**src/design/eipf_pkg.sv**
```systemverilog
// Shared types and constants for the Ethernet/IPv4/L4 header parser and filter.
// No dependencies; imported by every design module.
`default_nettype none

package eipf_pkg;

   // Verdict codes
   localparam logic [3:0] VERDICT_ACCEPT    = 4'd0;
   localparam logic [3:0] VERDICT_SHORT_ETH = 4'd1;
   localparam logic [3:0] VERDICT_NOT_IPV4  = 4'd2;
   localparam logic [3:0] VERDICT_SHORT_IP  = 4'd3;
   localparam logic [3:0] VERDICT_BAD_VER   = 4'd4;
   localparam logic [3:0] VERDICT_SHORT_TCP = 4'd5;
   localparam logic [3:0] VERDICT_SHORT_UDP = 4'd6;
   localparam logic [3:0] VERDICT_OTHER     = 4'd7;
   localparam logic [3:0] VERDICT_FILTERED  = 4'd8;

   // Transport kind codes
   localparam logic [1:0] KIND_NONE = 2'd0;
   localparam logic [1:0] KIND_TCP  = 2'd1;
   localparam logic [1:0] KIND_UDP  = 2'd2;

   // CSR register indexes
   localparam logic [1:0] CSR_TARGET    = 2'd0;
   localparam logic [1:0] CSR_GATEWAY   = 2'd1;
   localparam logic [1:0] CSR_INTERCEPT = 2'd2;

   localparam logic [15:0] ETHERTYPE_IPV4 = 16'h0800;
   localparam logic [7:0]  PROTO_TCP      = 8'd6;
   localparam logic [7:0]  PROTO_UDP      = 8'd17;
   localparam logic [3:0]  IP_VERSION_4   = 4'd4;

   typedef struct packed {
      logic [47:0] dest_mac;
      logic [47:0] source_mac;
      logic [15:0] eth_type;
      logic [7:0]  ver_ihl;
      logic [7:0]  protocol;
      logic [31:0] source_address;
      logic [31:0] dest_address;
      logic [31:0] port_pair;
      logic [3:0]  tcp_words;
   } hdr_type;

   typedef struct packed {
      logic [31:0] target_address;
      logic [31:0] gateway_address;
      logic        intercept_enable;
   } cfg_type;

   typedef struct packed {
      logic [3:0]  verdict;
      logic [47:0] source_mac;
      logic [47:0] dest_mac;
      logic [31:0] source_address;
      logic [31:0] dest_address;
      logic [15:0] source_port;
      logic [15:0] dest_port;
      logic [1:0]  transport_kind;
      logic [7:0]  payload_offset;
      logic [11:0] payload_length;
      logic [11:0] frame_length;
   } rsp_type;

endpackage

`default_nettype wire

```
**src/design/eipf_if.sv**
```systemverilog
// Handshake channel interfaces: frame bytes in, verdicts out, CSR writes.
// Depends on eipf_pkg for nothing but field widths that are fixed here.
`default_nettype none

interface eipf_req_if;
   logic       valid;
   logic       ready;
   logic [7:0] frame_byte;
   logic       frame_last;
   modport source (output valid, frame_byte, frame_last, input ready);
   modport sink   (input valid, frame_byte, frame_last, output ready);
endinterface

interface eipf_rsp_if;
   logic        valid;
   logic        ready;
   logic [3:0]  verdict;
   logic [47:0] source_mac;
   logic [47:0] dest_mac;
   logic [31:0] source_address;
   logic [31:0] dest_address;
   logic [15:0] source_port;
   logic [15:0] dest_port;
   logic [1:0]  transport_kind;
   logic [7:0]  payload_offset;
   logic [11:0] payload_length;
   logic [11:0] frame_length;
   modport source (output valid, verdict, source_mac, dest_mac, source_address,
                   dest_address, source_port, dest_port, transport_kind,
                   payload_offset, payload_length, frame_length, input ready);
   modport sink   (input valid, verdict, source_mac, dest_mac, source_address,
                   dest_address, source_port, dest_port, transport_kind,
                   payload_offset, payload_length, frame_length, output ready);
endinterface

interface eipf_csr_if;
   logic        valid;
   logic        ready;
   logic [1:0]  reg_index;
   logic [31:0] wr_data;
   modport source (output valid, reg_index, wr_data, input ready);
   modport sink   (input valid, reg_index, wr_data, output ready);
endinterface

`default_nettype wire

```
**src/design/eipf_capture.sv**
```systemverilog
// Per-frame header capture: byte counter and field shift registers.
// Depends on eipf_pkg (hdr_type).
`default_nettype none

module eipf_capture
   import eipf_pkg::*;
#(
   parameter int MAX_FRAME_BYTES = 2048,
   parameter int POS_W = $clog2(MAX_FRAME_BYTES + 1)
) (
   input  wire logic             clock,
   input  wire logic             reset,
   input  wire logic             step,
   input  wire logic [7:0]       frame_byte,
   input  wire logic             frame_last,
   output hdr_type              hdr_nx,
   output logic     [POS_W-1:0] len_nx
);

   hdr_type          hdr_ff;
   logic [POS_W-1:0] pos_ff;
   logic [6:0]       l4;

   // next view of the header, including the byte now being stepped
   always_comb begin
      hdr_nx = hdr_ff;
      len_nx = pos_ff;
      l4     = 7'(7'd14 + {1'b0, hdr_ff.ver_ihl[3:0], 2'b00});
      if (pos_ff < POS_W'(MAX_FRAME_BYTES)) begin
         if (pos_ff < POS_W'(6)) begin
            hdr_nx.dest_mac = {hdr_ff.dest_mac[39:0], frame_byte};
         end else if (pos_ff < POS_W'(12)) begin
            hdr_nx.source_mac = {hdr_ff.source_mac[39:0], frame_byte};
         end else if (pos_ff < POS_W'(14)) begin
            hdr_nx.eth_type = {hdr_ff.eth_type[7:0], frame_byte};
         end
         if (pos_ff == POS_W'(14)) begin
            hdr_nx.ver_ihl = frame_byte;
         end
         if (pos_ff == POS_W'(23)) begin
            hdr_nx.protocol = frame_byte;
         end
         if (pos_ff >= POS_W'(26) && pos_ff < POS_W'(30)) begin
            hdr_nx.source_address = {hdr_ff.source_address[23:0], frame_byte};
         end
         if (pos_ff >= POS_W'(30) && pos_ff < POS_W'(34)) begin
            hdr_nx.dest_address = {hdr_ff.dest_address[23:0], frame_byte};
         end
         // transport offset follows the IHL as just updated
         l4 = 7'(7'd14 + {1'b0, hdr_nx.ver_ihl[3:0], 2'b00});
         if (pos_ff >= POS_W'(l4) && pos_ff < POS_W'(l4) + POS_W'(4)) begin
            hdr_nx.port_pair = {hdr_ff.port_pair[23:0], frame_byte};
         end
         if (pos_ff == POS_W'(l4) + POS_W'(12)) begin
            hdr_nx.tcp_words = frame_byte[7:4];
         end
         len_nx = pos_ff + POS_W'(1);
      end
   end

   always_ff @(posedge clock) begin
      if (reset) begin
         hdr_ff <= '0;
         pos_ff <= '0;
      end else if (step) begin
         if (frame_last) begin
            hdr_ff <= '0;
            pos_ff <= '0;
         end else begin
            hdr_ff <= hdr_nx;
            pos_ff <= len_nx;
         end
      end
   end

endmodule

`default_nettype wire

```
**src/design/eipf_classify.sv**
```systemverilog
// End-of-frame classification, address filter and payload offset math.
// Depends on eipf_pkg (hdr_type, cfg_type, rsp_type, codes).
`default_nettype none

module eipf_classify
   import eipf_pkg::*;
#(
   parameter int POS_W = 12
) (
   input  wire hdr_type          hdr,
   input  wire logic [POS_W-1:0] len,
   input  wire cfg_type          cfg,
   output rsp_type              rsp
);

   localparam int CW = ((POS_W > 9) ? POS_W : 9) + 1;

   logic [CW-1:0] len_w;
   logic [CW-1:0] off_w;
   logic [CW-1:0] plen_w;
   logic [7:0]    off0;
   logic [7:0]    off;
   logic [3:0]    verdict;
   logic [1:0]    kind;
   logic          hit;

   always_comb begin
      len_w   = CW'(len);
      off0    = 8'(8'd14 + {2'b00, hdr.ver_ihl[3:0], 2'b00});
      off     = off0;
      kind    = KIND_NONE;
      verdict = VERDICT_ACCEPT;
      if (len_w < CW'(14)) begin
         verdict = VERDICT_SHORT_ETH;
      end else if (hdr.eth_type != ETHERTYPE_IPV4) begin
         verdict = VERDICT_NOT_IPV4;
      end else if (len_w < CW'(34)) begin
         verdict = VERDICT_SHORT_IP;
      end else if (hdr.ver_ihl[7:4] != IP_VERSION_4) begin
         verdict = VERDICT_BAD_VER;
      end else if (hdr.protocol == PROTO_TCP) begin
         if (len_w < CW'(off0) + CW'(20)) begin
            verdict = VERDICT_SHORT_TCP;
         end else begin
            kind = KIND_TCP;
            off  = 8'(off0 + {2'b00, hdr.tcp_words, 2'b00});
         end
      end else if (hdr.protocol == PROTO_UDP) begin
         if (len_w < CW'(off0) + CW'(8)) begin
            verdict = VERDICT_SHORT_UDP;
         end else begin
            kind = KIND_UDP;
            off  = 8'(off0 + 8'd8);
         end
      end else begin
         verdict = VERDICT_OTHER;
      end

      hit = (hdr.source_address == cfg.target_address) ||
            (hdr.dest_address == cfg.target_address) ||
            (cfg.intercept_enable &&
             ((hdr.source_address == cfg.gateway_address) ||
              (hdr.dest_address == cfg.gateway_address)));
      if (verdict == VERDICT_ACCEPT && !hit) begin
         verdict = VERDICT_FILTERED;
      end

      off_w  = CW'(off);
      plen_w = (off_w < len_w) ? len_w - off_w : '0;

      rsp              = '0;
      rsp.verdict      = verdict;
      rsp.frame_length = 12'(len);
      if (verdict == VERDICT_ACCEPT || verdict == VERDICT_FILTERED) begin
         rsp.source_mac     = hdr.source_mac;
         rsp.dest_mac       = hdr.dest_mac;
         rsp.source_address = hdr.source_address;
         rsp.dest_address   = hdr.dest_address;
         rsp.source_port    = hdr.port_pair[31:16];
         rsp.dest_port      = hdr.port_pair[15:0];
         rsp.transport_kind = kind;
         rsp.payload_offset = off;
         rsp.payload_length = 12'(plen_w);
      end
   end

endmodule

`default_nettype wire

```
**src/design/eth_ipv4_l4_header_parse_filter.sv**
```systemverilog
// Top level of the Ethernet/IPv4/TCP-UDP header parser and address filter.
// Depends on eipf_pkg, eipf_if, eipf_capture and eipf_classify.
//
// Usage:
//  - req_chan carries one frame byte per word, frame_last on the final byte;
//    bytes may come every cycle; the block takes one per cycle unless stalled.
//  - rsp_chan gives exactly one verdict word per frame, after the last byte
//    has passed through the byte input register and the result register.
//  - csr_chan writes target address (index 0), gateway address (1) and
//    intercept enable (2); always ready, write only while idle.
//  - Throughput: one byte per cycle unless stalled, set by the byte input
//    register feeding the capture logic; the verdict is formed in the same
//    cycle that the last byte is captured and held in the result register.
//  - Receiver stall: a verdict waiting in the result register holds the next
//    last byte and all bytes behind it; earlier bytes keep flowing into capture.
//  - Reset (synchronous, active high) clears the frame state, both channel
//    registers and the CSRs (addresses zero, intercept off).
//  - Bytes past MAX_FRAME_BYTES are neither counted nor captured.
`default_nettype none

module eth_ipv4_l4_header_parse_filter
   import eipf_pkg::*;
#(
   parameter int MAX_FRAME_BYTES = 2048
) (
   input  wire logic       clock,
   input  wire logic       reset,
   eipf_req_if.sink        req_chan,
   eipf_rsp_if.source      rsp_chan,
   eipf_csr_if.sink        csr_chan
);

   localparam int POS_W = $clog2(MAX_FRAME_BYTES + 1);

   // byte input register
   logic       in_valid_ff;
   logic [7:0] in_byte_ff;
   logic       in_last_ff;

   // result register
   logic       out_valid_ff;
   rsp_type    out_ff;

   cfg_type    cfg_ff;

   hdr_type          hdr_nx;
   logic [POS_W-1:0] len_nx;
   rsp_type          rsp_in;
   logic             advance;
   logic             req_take;

   // a byte moves on unless it ends a frame and the result slot is still full
   assign advance  = in_valid_ff && (!in_last_ff || !out_valid_ff || rsp_chan.ready);
   assign req_chan.ready = !in_valid_ff || advance;
   assign req_take = req_chan.valid && req_chan.ready;

   always_ff @(posedge clock) begin
      if (reset) begin
         in_valid_ff <= 1'b0;
      end else if (req_chan.ready) begin
         in_valid_ff <= req_chan.valid;
      end
   end

   always_ff @(posedge clock) begin
      if (req_take) begin
         in_byte_ff <= req_chan.frame_byte;
         in_last_ff <= req_chan.frame_last;
      end
   end

   eipf_capture #(
      .MAX_FRAME_BYTES (MAX_FRAME_BYTES),
      .POS_W           (POS_W)
   ) u_capture (
      .clock      (clock),
      .reset      (reset),
      .step       (advance),
      .frame_byte (in_byte_ff),
      .frame_last (in_last_ff),
      .hdr_nx     (hdr_nx),
      .len_nx     (len_nx)
   );

   eipf_classify #(
      .POS_W (POS_W)
   ) u_classify (
      .hdr (hdr_nx),
      .len (len_nx),
      .cfg (cfg_ff),
      .rsp (rsp_in)
   );

   always_ff @(posedge clock) begin
      if (reset) begin
         out_valid_ff <= 1'b0;
      end else if (advance && in_last_ff) begin
         out_valid_ff <= 1'b1;
      end else if (rsp_chan.ready) begin
         out_valid_ff <= 1'b0;
      end
   end

   always_ff @(posedge clock) begin
      if (advance && in_last_ff) begin
         out_ff <= rsp_in;
      end
   end

   assign rsp_chan.valid          = out_valid_ff;
   assign rsp_chan.verdict        = out_ff.verdict;
   assign rsp_chan.source_mac     = out_ff.source_mac;
   assign rsp_chan.dest_mac       = out_ff.dest_mac;
   assign rsp_chan.source_address = out_ff.source_address;
   assign rsp_chan.dest_address   = out_ff.dest_address;
   assign rsp_chan.source_port    = out_ff.source_port;
   assign rsp_chan.dest_port      = out_ff.dest_port;
   assign rsp_chan.transport_kind = out_ff.transport_kind;
   assign rsp_chan.payload_offset = out_ff.payload_offset;
   assign rsp_chan.payload_length = out_ff.payload_length;
   assign rsp_chan.frame_length   = out_ff.frame_length;

   // CSR writes; index 3 is ignored
   assign csr_chan.ready = 1'b1;

   always_ff @(posedge clock) begin
      if (reset) begin
         cfg_ff <= '0;
      end else if (csr_chan.valid) begin
         unique case (csr_chan.reg_index)
            CSR_TARGET:    cfg_ff.target_address   <= csr_chan.wr_data;
            CSR_GATEWAY:   cfg_ff.gateway_address  <= csr_chan.wr_data;
            CSR_INTERCEPT: cfg_ff.intercept_enable <= csr_chan.wr_data[0];
            default:       ;
         endcase
      end
   end

endmodule

`default_nettype wire

```
**src/flat_wrapper.sv**
```systemverilog
// flat-port wrapper written by rule: the top's interface ports become plain ports
module eth_ipv4_l4_header_parse_filter_flat import eipf_pkg::*;
#(
   parameter int MAX_FRAME_BYTES = 2048
)
  (clock, reset, req_chan_valid, req_chan_frame_byte, req_chan_frame_last, req_chan_ready, rsp_chan_valid, rsp_chan_verdict, rsp_chan_source_mac, rsp_chan_dest_mac, rsp_chan_source_address, rsp_chan_dest_address, rsp_chan_source_port, rsp_chan_dest_port, rsp_chan_transport_kind, rsp_chan_payload_offset, rsp_chan_payload_length, rsp_chan_frame_length, rsp_chan_ready, csr_chan_valid, csr_chan_reg_index, csr_chan_wr_data, csr_chan_ready);
  eipf_req_if req_chan_i ();
  eipf_rsp_if rsp_chan_i ();
  eipf_csr_if csr_chan_i ();
  input  wire logic clock;
  input  wire logic reset;
  input wire logic [$bits(req_chan_i.valid)-1:0] req_chan_valid;
  input wire logic [$bits(req_chan_i.frame_byte)-1:0] req_chan_frame_byte;
  input wire logic [$bits(req_chan_i.frame_last)-1:0] req_chan_frame_last;
  output wire logic [$bits(req_chan_i.ready)-1:0] req_chan_ready;
  output wire logic [$bits(rsp_chan_i.valid)-1:0] rsp_chan_valid;
  output wire logic [$bits(rsp_chan_i.verdict)-1:0] rsp_chan_verdict;
  output wire logic [$bits(rsp_chan_i.source_mac)-1:0] rsp_chan_source_mac;
  output wire logic [$bits(rsp_chan_i.dest_mac)-1:0] rsp_chan_dest_mac;
  output wire logic [$bits(rsp_chan_i.source_address)-1:0] rsp_chan_source_address;
  output wire logic [$bits(rsp_chan_i.dest_address)-1:0] rsp_chan_dest_address;
  output wire logic [$bits(rsp_chan_i.source_port)-1:0] rsp_chan_source_port;
  output wire logic [$bits(rsp_chan_i.dest_port)-1:0] rsp_chan_dest_port;
  output wire logic [$bits(rsp_chan_i.transport_kind)-1:0] rsp_chan_transport_kind;
  output wire logic [$bits(rsp_chan_i.payload_offset)-1:0] rsp_chan_payload_offset;
  output wire logic [$bits(rsp_chan_i.payload_length)-1:0] rsp_chan_payload_length;
  output wire logic [$bits(rsp_chan_i.frame_length)-1:0] rsp_chan_frame_length;
  input wire logic [$bits(rsp_chan_i.ready)-1:0] rsp_chan_ready;
  input wire logic [$bits(csr_chan_i.valid)-1:0] csr_chan_valid;
  input wire logic [$bits(csr_chan_i.reg_index)-1:0] csr_chan_reg_index;
  input wire logic [$bits(csr_chan_i.wr_data)-1:0] csr_chan_wr_data;
  output wire logic [$bits(csr_chan_i.ready)-1:0] csr_chan_ready;
  assign req_chan_i.valid = req_chan_valid;
  assign req_chan_i.frame_byte = req_chan_frame_byte;
  assign req_chan_i.frame_last = req_chan_frame_last;
  assign req_chan_ready = req_chan_i.ready;
  assign rsp_chan_valid = rsp_chan_i.valid;
  assign rsp_chan_verdict = rsp_chan_i.verdict;
  assign rsp_chan_source_mac = rsp_chan_i.source_mac;
  assign rsp_chan_dest_mac = rsp_chan_i.dest_mac;
  assign rsp_chan_source_address = rsp_chan_i.source_address;
  assign rsp_chan_dest_address = rsp_chan_i.dest_address;
  assign rsp_chan_source_port = rsp_chan_i.source_port;
  assign rsp_chan_dest_port = rsp_chan_i.dest_port;
  assign rsp_chan_transport_kind = rsp_chan_i.transport_kind;
  assign rsp_chan_payload_offset = rsp_chan_i.payload_offset;
  assign rsp_chan_payload_length = rsp_chan_i.payload_length;
  assign rsp_chan_frame_length = rsp_chan_i.frame_length;
  assign rsp_chan_i.ready = rsp_chan_ready;
  assign csr_chan_i.valid = csr_chan_valid;
  assign csr_chan_i.reg_index = csr_chan_reg_index;
  assign csr_chan_i.wr_data = csr_chan_wr_data;
  assign csr_chan_ready = csr_chan_i.ready;
  eth_ipv4_l4_header_parse_filter #(.MAX_FRAME_BYTES(MAX_FRAME_BYTES)) u_core (.clock(clock), .reset(reset), .req_chan(req_chan_i), .rsp_chan(rsp_chan_i), .csr_chan(csr_chan_i));
endmodule
```
**config.mk**
```make
export PLATFORM = sky130hd
export DESIGN_NAME = eth_ipv4_l4_header_parse_filter_flat
export DESIGN_NICKNAME = d
export VERILOG_FILES = /design/src/design/eipf_pkg.sv /design/src/design/eipf_if.sv /design/src/design/eipf_capture.sv /design/src/design/eipf_classify.sv /design/src/design/eth_ipv4_l4_header_parse_filter.sv /design/src/flat_wrapper.sv
export SDC_FILE = /design/constraint.sdc
export NUM_CORES = 1
export LEC_CHECK = 0
export ABC_CLOCK_PERIOD_IN_PS = 17300
export BUFFER_PORTS_ARGS = -buffer_cell sky130_fd_sc_hd__buf_2
export CORE_UTILIZATION = 60
export DETAILED_ROUTE_END_ITERATION = 8
export PLACE_DENSITY = 0.81
export SYNTH_ARGS = -nofsm -noshare
export SYNTH_HDL_FRONTEND = slang
export SYNTH_HIERARCHICAL = 1
export SYNTH_SLANG_ARGS = --single-unit
```
**constraint.sdc**
```tcl
create_clock -name clock -period 17.3 [get_ports clock]
set_input_delay 0.865 -clock clock [delete_from_list [all_inputs] [get_ports clock]]
set_output_delay 0.865 -clock clock [all_outputs]
set_load 0.1 [all_outputs]
```
# After elaboration in Yosys (flattened, before gate mapping)
# Index checks and enable logic that the tools add are counted.
# word_totals
ff_bits	546
inputBits	48
# classes
eq_ne	14
magnitude_cmp	15
mux	39
reduce_logical	28
n_addsub	10
n_bitwise	1
# ops
operator	count
228-bit two-way mux	2
32-bit == test	4
32-bit two-way mux	3
48-bit two-way mux	2
8-bit two-way mux	11
64-bit two-way mux	1
12-bit by 4-bit < comparator with 1-bit output, second input constant	3
16-bit two-way mux	2
4-bit two-way mux	8
12-bit by 5-bit greater-or-equal comparator with 1-bit output, second input constant	2
12-bit by 6-bit < comparator with 1-bit output, second input constant	2
12-bit by 9-bit < comparator with 1-bit output	2
12-bit two-way mux	2
16-bit by 12-bit inequality test with 1-bit output, second input constant	1
4-bit by 6-bit adder with 7-bit output, first input constant	2
12-bit by 1-bit adder with 12-bit output, second input constant	1
12-bit by 4-bit == test with 1-bit output, second input constant	1
12-bit by 5-bit == test with 1-bit output, second input constant	1
12-bit by 8-bit == test with 1-bit output	1
12-bit by 7-bit greater-or-equal comparator with 1-bit output	1
12-bit < comparator, second input constant	1
12-bit by 3-bit < comparator with 1-bit output, second input constant	1
12-bit by 5-bit < comparator with 1-bit output, second input constant	1
12-bit by 8-bit < comparator with 1-bit output	1
26 further kinds	51

# Longest topological paths before layout
# Gate-level depths: netlist of run 1.
# logic_depth
ltp_word	26
mapped_depth	32
ltp_nobuf	31

# By module
# The synthesis of run 1 kept the hierarchy.
# modules_own_cells
mod	seq_area_each_um2	cells_per_inst	area_per_inst_um2	n_inst
eipf_capture	4804.6	1547	11806.3	1
eth_ipv4_l4_header_parse_filter	8518.2	502	10055.9	1
eipf_classify	0.0	586	4265.3	1

# Least setup slack after synthesis of run 1
# Ideal clock, no wire load.
# synth_path
kind	reg2reg
start	register u_core.out_valid_ff (netlist: u_core/rsp_chan.valid)
end	register u_core.out_ff, in the netlist u_core/rsp_chan.dest_address[0], enable pin
synth_period_minus_slack_ns	11.300
path_stages_with_launch	3
t_arrival_ns	10.475
setup_ns	0.825
setup_slack_ns	6.000
required_time_ns	16.475
cell_sequence	dfxtp_1 -> nor2b_1 -> nor2_1
# synth_via
elab_chain_cells	5
# synth_lines
item	line	rtl
from (decl)	eth_ipv4_l4_header_parse_filter.sv:41	logic out_valid_ff;
from (signal assigned)	eth_ipv4_l4_header_parse_filter.sv:96	out_valid_ff <= 1'b0;
from (signal assigned)	eth_ipv4_l4_header_parse_filter.sv:98	out_valid_ff <= 1'b1;
from (signal assigned)	eth_ipv4_l4_header_parse_filter.sv:100	out_valid_ff <= 1'b0;
1-bit zero test	eth_ipv4_l4_header_parse_filter.sv:53	assign advance = in_valid_ff && (!in_last_ff || !out_valid_ff || rsp_chan.ready);
1-bit logical OR (2 in series)	eth_ipv4_l4_header_parse_filter.sv:53	
1-bit logical AND	eth_ipv4_l4_header_parse_filter.sv:53	
1-bit logical AND	eth_ipv4_l4_header_parse_filter.sv:105	if (advance && in_last_ff) begin
to (signal assigned)	eth_ipv4_l4_header_parse_filter.sv:106	out_ff <= rsp_in;
to (decl)	eth_ipv4_l4_header_parse_filter.sv:42	rsp_type out_ff;
# No other way between the ends.
# A chain may end at the register's enable or synchronous reset.

==> impl_results.md, run 1 <==
* Status: finished clean
* Routed vias at 19860
* Slew Limit Fails at 0
* Sink Count at 546
* Post-route insts no fill at 3455
* CTS Root Buffer Type: clkbuf_16
* Reg power frac at 50.6%
* Commonest non-fill, non-tap cell in the layout: nand2_1
* DRC violations left at 0
* Critical Path AT at 7.90 ns
* Crit start category: flip-flop
* Worst slew pin tran at between 1 and 1.5 ns
* Fill cell count at 3338
* Final Cycle Share at 43.08%
* Synthesized area at 26130 um2
* PD cells at 91.40 nW/um2
* Initial Util at 60.79%
* Number of synthesized flops with an enable pin at 239
* Sw power at about 610 uW
* WL/cell at 20.04 um
* Logic pwr share at 5.1%
* Clk_skew at 0.02360 ns
* Setup TNS at 0 ns
* Chip height at 210.7 um
* Syn Area/Cell at 9.916 um2
* Setup violators final at 0
* Fmax at 0.1342 GHz
* Post-DRT Antenna Nets at 0
* Total track usage at a little under a third
* Syn Nets at 2729
* Clock Path Buffers at 3
* Synthesis-to-finish area growth at 12.75%
* Normalized max-slew margin at around 9%
* Synth warnings at 6
* Placed instance count at about 3400
* #FFs+latches synth at about 550
* Post_cts resized at 0
* Min Tclk post-route at between 7 and 8 ns
* Final hold violation count at 0
* Cell Rows at 76
* First-pass GRT wire length at roughly 110 mm
* Leak at between 10 and 15 nW
* Post CTS Setup Buffer Count at 0
* GRT overflow at 0
* Crit Path Class: reg -> reg
* WP data required at around 18 ns
* CP max stage cell: dfxtp_1
* Critical Path Max Stage Delay at 0.65 ns
* Fin area at 29460 um2
* Worst IR Drop VDD at 0.00007546 V
* Final Net Count at between 2000 and 3000
* CTS tree: built
* DR iter-0 viols at 2033
* Max Cap Violations at 0
* Layout cells sized above 1 at between 15 and 20%
* DIE WIDTH at 210.7 um
* Number of global-route vias before repair at 18560
* Distinct cells, synth at 80
* Power Internal at a little over 2 mW
* H-Tree Depth at 2
* Ant diodes at 0
* Reg area at 13320 um2
* DPL Wire Length at 46.70 mm
* RSZ-0062 raised after global routing: false
* Kind of end point of the critical path: flip-flop
* Most frequent cells in the layout: nand2_1, dfxtp_1, buf_2
* CTS Buf Count at 54
* Mapped Cells at 2635
* Area occupied by multi-input gates at 11790 um2
* Latest clock arrival within the worst-skew pair at 0.62 ns
* Hold Crit Class: in -> reg
* Routed WL at 69.23 mm
* Clock power frac at around 44%
* Crit path max fanout at 14
* Drt pass-1 iters at 5
* Largest net degree at the start of global routing at 142
* Hold bufs inserted after CTS at 0
* Initial antenna violation count at 1
* Die ar. at ~44000 um2
* I/O Buffers at about 280
* Async S/R FF share, synth at 0%
* Clock-pin slew on the worst setup and hold paths at 0.06 ns
* Net Sw Frac at 22.83%
* Total I/O pin count at 281
* Dpl cell area at 27660 um2
* Top FF cell, synth: dfxtp_1
* Sequential area share after synthesis at 50.99%
* Via density at 5.749
* Routability congestion estimate at 0.9425
* Core area at 42980 um2
[cell usage after synthesis (all sizes together), types with 15 or more instances]
master	instances	share of area, %
dfxtp	307	24
a22o	35	1.2
mux2i	72	2.8
and2	193	4.6
o21ai	26	0.50
nand3	15	0.29
nor4	39	0.99
xor2	139	4.7
buf	52	1.8
edfxtp	239	27
clkbuf	130	1.9
inv	32	0.48
ha	44	2.1
xnor2	19	0.64
a21oi	58	1.1
nor2	247	3.6
mux2	85	3.7
nor2b	46	1.1
nand2b	108	2.6
a22oi	163	4.7
nand2	476	6.9
[sequential cells by signal, summed over array words and instances, names as in the netlist, 16 cells and up]
signal / count
u_core/cfg_ff: 65
u_core/rsp_chan.dest_address: 32
u_core/rsp_chan.dest_mac: 48
u_core/rsp_chan.dest_port: 16
u_core/rsp_chan.source_address: 32
u_core/rsp_chan.source_mac: 48
u_core/rsp_chan.source_port: 16
u_core/u_capture/hdr_ff: 228
[through the flow]
step | total power, mW | utilization [%] | hold WS (ns) | setup WS, ns
2_1_floorplan | 1.495 | - | 0.4435 | 6.000
6_report | 2.693 | 68.54 | 0.4386 | 9.848
3_5_place_dp | 1.526 | 64.35 | 0.4642 | 10.02
3_3_place_gp | 1.525 | 64.35 | 0.4560 | 10.34
5_1_grt | 2.764 | 68.54 | 0.4255 | 9.363
4_1_cts | 2.703 | 68.54 | 0.4130 | 9.962
[critical path, delay by kind of cell, from the launching register on]
family / cells / cell delay (ns)
muxes: 3 / 0.90
xor gates and xnor gates: 2 / 0.42
AOI/OAI and AO/OA: 10 / 1.92
buffers and inverters: 2 / 0.20
adders and majority gates: 4 / 1.18
and+or+nand+nor: 8 / 1.99
DFF: 1 / 0.65
[layout make-up]
| class | instances | share of cell area [%] |
|---|---|---|
| repair buffers | 316 | 5.712 |
| well taps | 585 | 2.485 |
| multi-input cells | 1874 | 40.02 |
| inverters | 33 | 0.4375 |
| clock inverters | 26 | 1.062 |
| clock buffers | 75 | 5.058 |
| flip-flops and latches | 546 | 45.22 |
[routing by layer]
metal,track usage [%],share of wire (%)
met5,0,0.019
met4,10.22,2.7
met3,3.687,5.9
met2,50.44,49
met1,41.64,43
[cells by family (layout without fill, tap and decap cells)]
family                     Yosys count  in the layout  share of synthesized area (%)
AOI/OAI and AO/OA                  330            330                          8.984
muxes                              157            157                          6.450
DFF                                546            546                          50.99
other                                2              2                        0.02874
and+or+nand+nor                   1181           1181                          21.71
adders and majority gates           46             46                          2.260
buffers and inverters              215            450                          4.209
xor gates and xnor gates           158            158                          5.368
[worst paths after layout]
| path | from | to | slack (ns) | cells past startpoint |
|---|---|---|---|---|
| setup reg to reg | u_core/u_capture/pos_ff[2] | u_core/rsp_chan.payload_length[4] | 9.85 | 29 |
| hold reg to reg | u_core/u_capture/hdr_ff[32] | u_core/u_capture/hdr_ff[32] | 0.48 | 1 |
| setup / recovery | u_core/u_capture/pos_ff[2] | u_core/rsp_chan.payload_length[4] | 9.85 | 29 |
| hold / removal | req_chan_frame_byte[2] | u_core/in_byte_ff[2] | 0.44 | 1 |
[power by group through the flow]
stage	clock, mW	sequential, mW	combinational, mW
6_report	1.19	1.36	0.137
5_1_grt	1.26	1.36	0.144
4_1_cts	1.20	1.36	0.135
3_5_place_dp	0	1.39	0.135
3_3_place_gp	0	1.39	0.134
2_1_floorplan	0	1.43	0.0649
Note: power is estimated with default switching activity, not from simulation.
==> run 2: changes to the inputs <==
--- a/config.mk
+++ b/config.mk
@@ -5,11 +5,11 @@
 export SDC_FILE = /design/constraint.sdc
 export NUM_CORES = 1
 export LEC_CHECK = 0
-export ABC_CLOCK_PERIOD_IN_PS = 17300
+export ABC_CLOCK_PERIOD_IN_PS = 6550
 export BUFFER_PORTS_ARGS = -buffer_cell sky130_fd_sc_hd__buf_2
-export CORE_UTILIZATION = 60
+export CORE_UTILIZATION = 54
 export DETAILED_ROUTE_END_ITERATION = 8
-export PLACE_DENSITY = 0.81
+export PLACE_DENSITY = 0.77
 export SYNTH_ARGS = -nofsm -noshare
 export SYNTH_HDL_FRONTEND = slang
 export SYNTH_HIERARCHICAL = 1
==> constraint.sdc (replaced) <==
create_clock -name clock -period 6.55 [get_ports clock]
set_input_delay 0.3275 -clock clock [delete_from_list [all_inputs] [get_ports clock]]
set_output_delay 0.3275 -clock clock [all_outputs]
set_load 0.1 [all_outputs]
==> run 2 against run 1 <==
Effect of this change: utilization shrank 5.4 points; cell area grew 2.4%; clock skew grew 0.011 ns; largest cell class unchanged; maximum frequency grew 19%; via count grew 0.50%; critical endpoint is now u_core/rsp_chan.payload_length[11]; count of clock-buffer cells in the layout shrank 7.
==> impl_results.md, run 2 (synthesized netlist as in run 1, its figures left out) <==
* Status: finished clean (unchanged)
* Critical Path AT at 6.62 ns (was 7.90 ns)
* WL/cell at 20.18 um (was 20.04 um)
* Chip height at 222.0 um (was 210.7 um)
* Final Cycle Share at 95.81% (was 43.08%)
* Crit path max fanout at 6 (was 14)
* Worst slew pin tran at 1.371 ns (was 1.353 ns)
* Clock-pin slew on the worst setup and hold paths at 0.06 ns (about the same)
* Most frequent cells in the layout: nand2_1, dfxtp_1, buf_2 (unchanged)
* Reg area at 13320 um2 (unchanged)
* Clock Path Buffers at 3 (unchanged)
* Dpl cell area at 27910 um2 (was 27660 um2)
* PD cells at 242.6 nW/um2 (was 91.40 nW/um2)
* I/O Buffers at 279 (unchanged)
* Post-layout util at 63.18% (was 68.54%)
* Clk_skew at 0.03492 ns (was 0.02360 ns)
* Total track usage at 28.18% (was 30.50%)
* Normalized max-slew margin at 8.516% (was 8.986%)
* Routed vias at 19960 (was 19860)
* Kind of end point of the critical path: flip-flop (unchanged)
* Min Tclk post-route at 6.275 ns (was 7.452 ns)
* WP data required at 6.90 ns (was 17.75 ns)
* DIE WIDTH at 222.0 um (was 210.7 um)
* Drt pass-1 iters at 7 (was 5)
* Final Net Count at 2972 (was 2919)
* Area occupied by multi-input gates at 11850 um2 (was 11790 um2)
* Commonest non-fill, non-tap cell in the layout: nand2_1 (unchanged)
* Total I/O pin count at 281 (unchanged)
* Initial antenna violation count at 1 (unchanged)
* First-pass GRT wire length at 108.5 mm (was 105.7 mm)
* Number of global-route vias before repair at 19090 (was 18560)
* Largest net degree at the start of global routing at 197 (was 142)
* Ant diodes at 0 (unchanged)
* H-Tree Depth at 2 (unchanged)
* Hold Crit Class: in -> reg (unchanged)
* Fmax at 0.1594 GHz (was 0.1342 GHz)
* CTS Root Buffer Type: clkbuf_16 (unchanged)
* Worst IR Drop VDD at 0.0002027 V (was 0.00007546 V)
* Sink Count at 546 (unchanged)
* Die ar. at 49270 um2 (was 44380 um2)
* Final hold violation count at 0 (unchanged)
* Synthesis-to-finish area growth at 15.45% (was 12.75%)
* Max FFs per register at 228 (unchanged)
* Leak at 13.75 nW (was 13.43 nW)
* CTS tree: built (unchanged)
* DPL Wire Length at 48.22 mm (was 46.70 mm)
* Setup violators final at 0 (unchanged)
* Crit Path Class: reg -> reg (unchanged)
* Cell Rows at 80 (was 76)
* Latest clock arrival within the worst-skew pair at 0.63 ns (was 0.62 ns)
* Routed WL at 71.43 mm (was 69.23 mm)
* DR iter-0 viols at 2207 (was 2033)
* Crit start category: flip-flop (unchanged)
* Slew Limit Fails at 0 (unchanged)
* Core area at 47750 um2 (was 42980 um2)
* GRT overflow at 0 (unchanged)
* DRC violations left at 0 (unchanged)
* Biggest regs: u_core/u_capture/hdr_ff x228, u_core/cfg_ff x65 (unchanged)
* Fin area at 30170 um2 (was 29460 um2)
* Post-DRT Antenna Nets at 0 (unchanged)
* Routability congestion estimate at 0.9260 (was 0.9425)
* Initial Util at 54.72% (was 60.79%)
* Max Cap Violations at 0 (unchanged)
* Reg with most FFs: u_core/u_capture/hdr_ff (unchanged)
* Layout cells sized above 1 at 19.19% (was 17.77%)
* CTS Buf Count at 55 (was 54)
* Via density at 5.641 (was 5.749)
* Fill cell count at 3856 (was 3338)
==> run 2: changes by cell type in the layout (fill, tap and decap cells not counted), moves of 2 or more <==
cell and change:
nor3_2 +2, buf_12 +3, clkinvlp_4 +2, buf_4 +26, dlygate4sd3_1 +22, bufinv_16 +4
clkbuf_1 -8, clkbuf_8 -2, clkinv_2 +4, nor3_1 -2
==> run 2: where the power goes <==
group	switching [mW]	internal, mW
clock network	1.35	1.99
registers	0.0350	3.57
logic	0.278	0.0934
==> run 2: area by class of cell <==
cell class | count | area share [%]
flip-flops and latches | 546 | 44.17
multi-input cells | 1874 | 39.27
repair buffers | 368 | 7.192
clock buffers | 68 | 4.874
well taps | 615 | 2.551
clock inverters | 35 | 1.522
inverters | 33 | 0.4272
==> run 2: critical path, cell delays in order, from the launching register on <==
cell and delay, ns:
dfxtp_1 0.35, or3_4 0.44, nor4b_4 0.28, buf_6 0.17
mux2_2 0.35, inv_1 0.07, buf_4 0.12, ha_1 0.26
nand2b_2 0.21, xnor2_1 0.20, nor2_1 0.10, mux2i_2 0.22
nand4_4 0.15, mux2_2 0.30, ha_1 0.22, inv_1 0.10
fa_2 0.45, inv_1 0.07, o22ai_1 0.08, a22o_1 0.23
ha_1 0.29, a21o_1 0.18, a21oi_1 0.24, o211ai_1 0.23
a2111oi_2 0.37, buf_4 0.17, xnor2_1 0.11, nor2_1 0.06
==> run 2: metal layers <==
layer | wire length [um] | track usage [%] | vias up
met4 | 3211 | 12.70 | 0
met2 | 33840 | 45.99 | 691
met3 | 3973 | 3.936 | 173
met5 | 0 | 0 | -
li1 | - | - | 9470
met1 | 30410 | 37.32 | 9628
==> run 2: what timing repair did <==
action,CTS,global route
endpoints found under the hold margin,32,0
setup endpoints to repair,0,12
buffers inserted,0,6
gates resized for setup,0,15
hold buffers,22,0
==> run 2: final timing paths <==
path	start	to	slack, ns	cells after the start
max	u_core/u_capture/pos_ff[8]	u_core/rsp_chan.payload_length[11]	0.27	27
min	csr_chan_wr_data[16]	u_core/cfg_ff[17]	0.03	3
min reg2reg	u_core/u_capture/hdr_ff[32]	u_core/u_capture/hdr_ff[32]	0.47	1
max reg2reg	u_core/u_capture/pos_ff[8]	u_core/rsp_chan.payload_length[11]	0.27	27
==> run 2: per-stage QoR <==
step	total power [mW]	cells	setup TNS, ns	setup slack (ns)	hold slack (ns)
floorplan	3.937	2635	0	0.3312	0.4264
global placement	4.037	3408	0	0.1735	0.4565
detailed placement	4.040	3408	0	0.1144	0.4622
CTS	7.371	3533	0	0.04827	0.0006112
global route	7.508	3539	-0.1023	-0.08291	0.02923
finish	7.320	3539	0	0.2745	0.02842
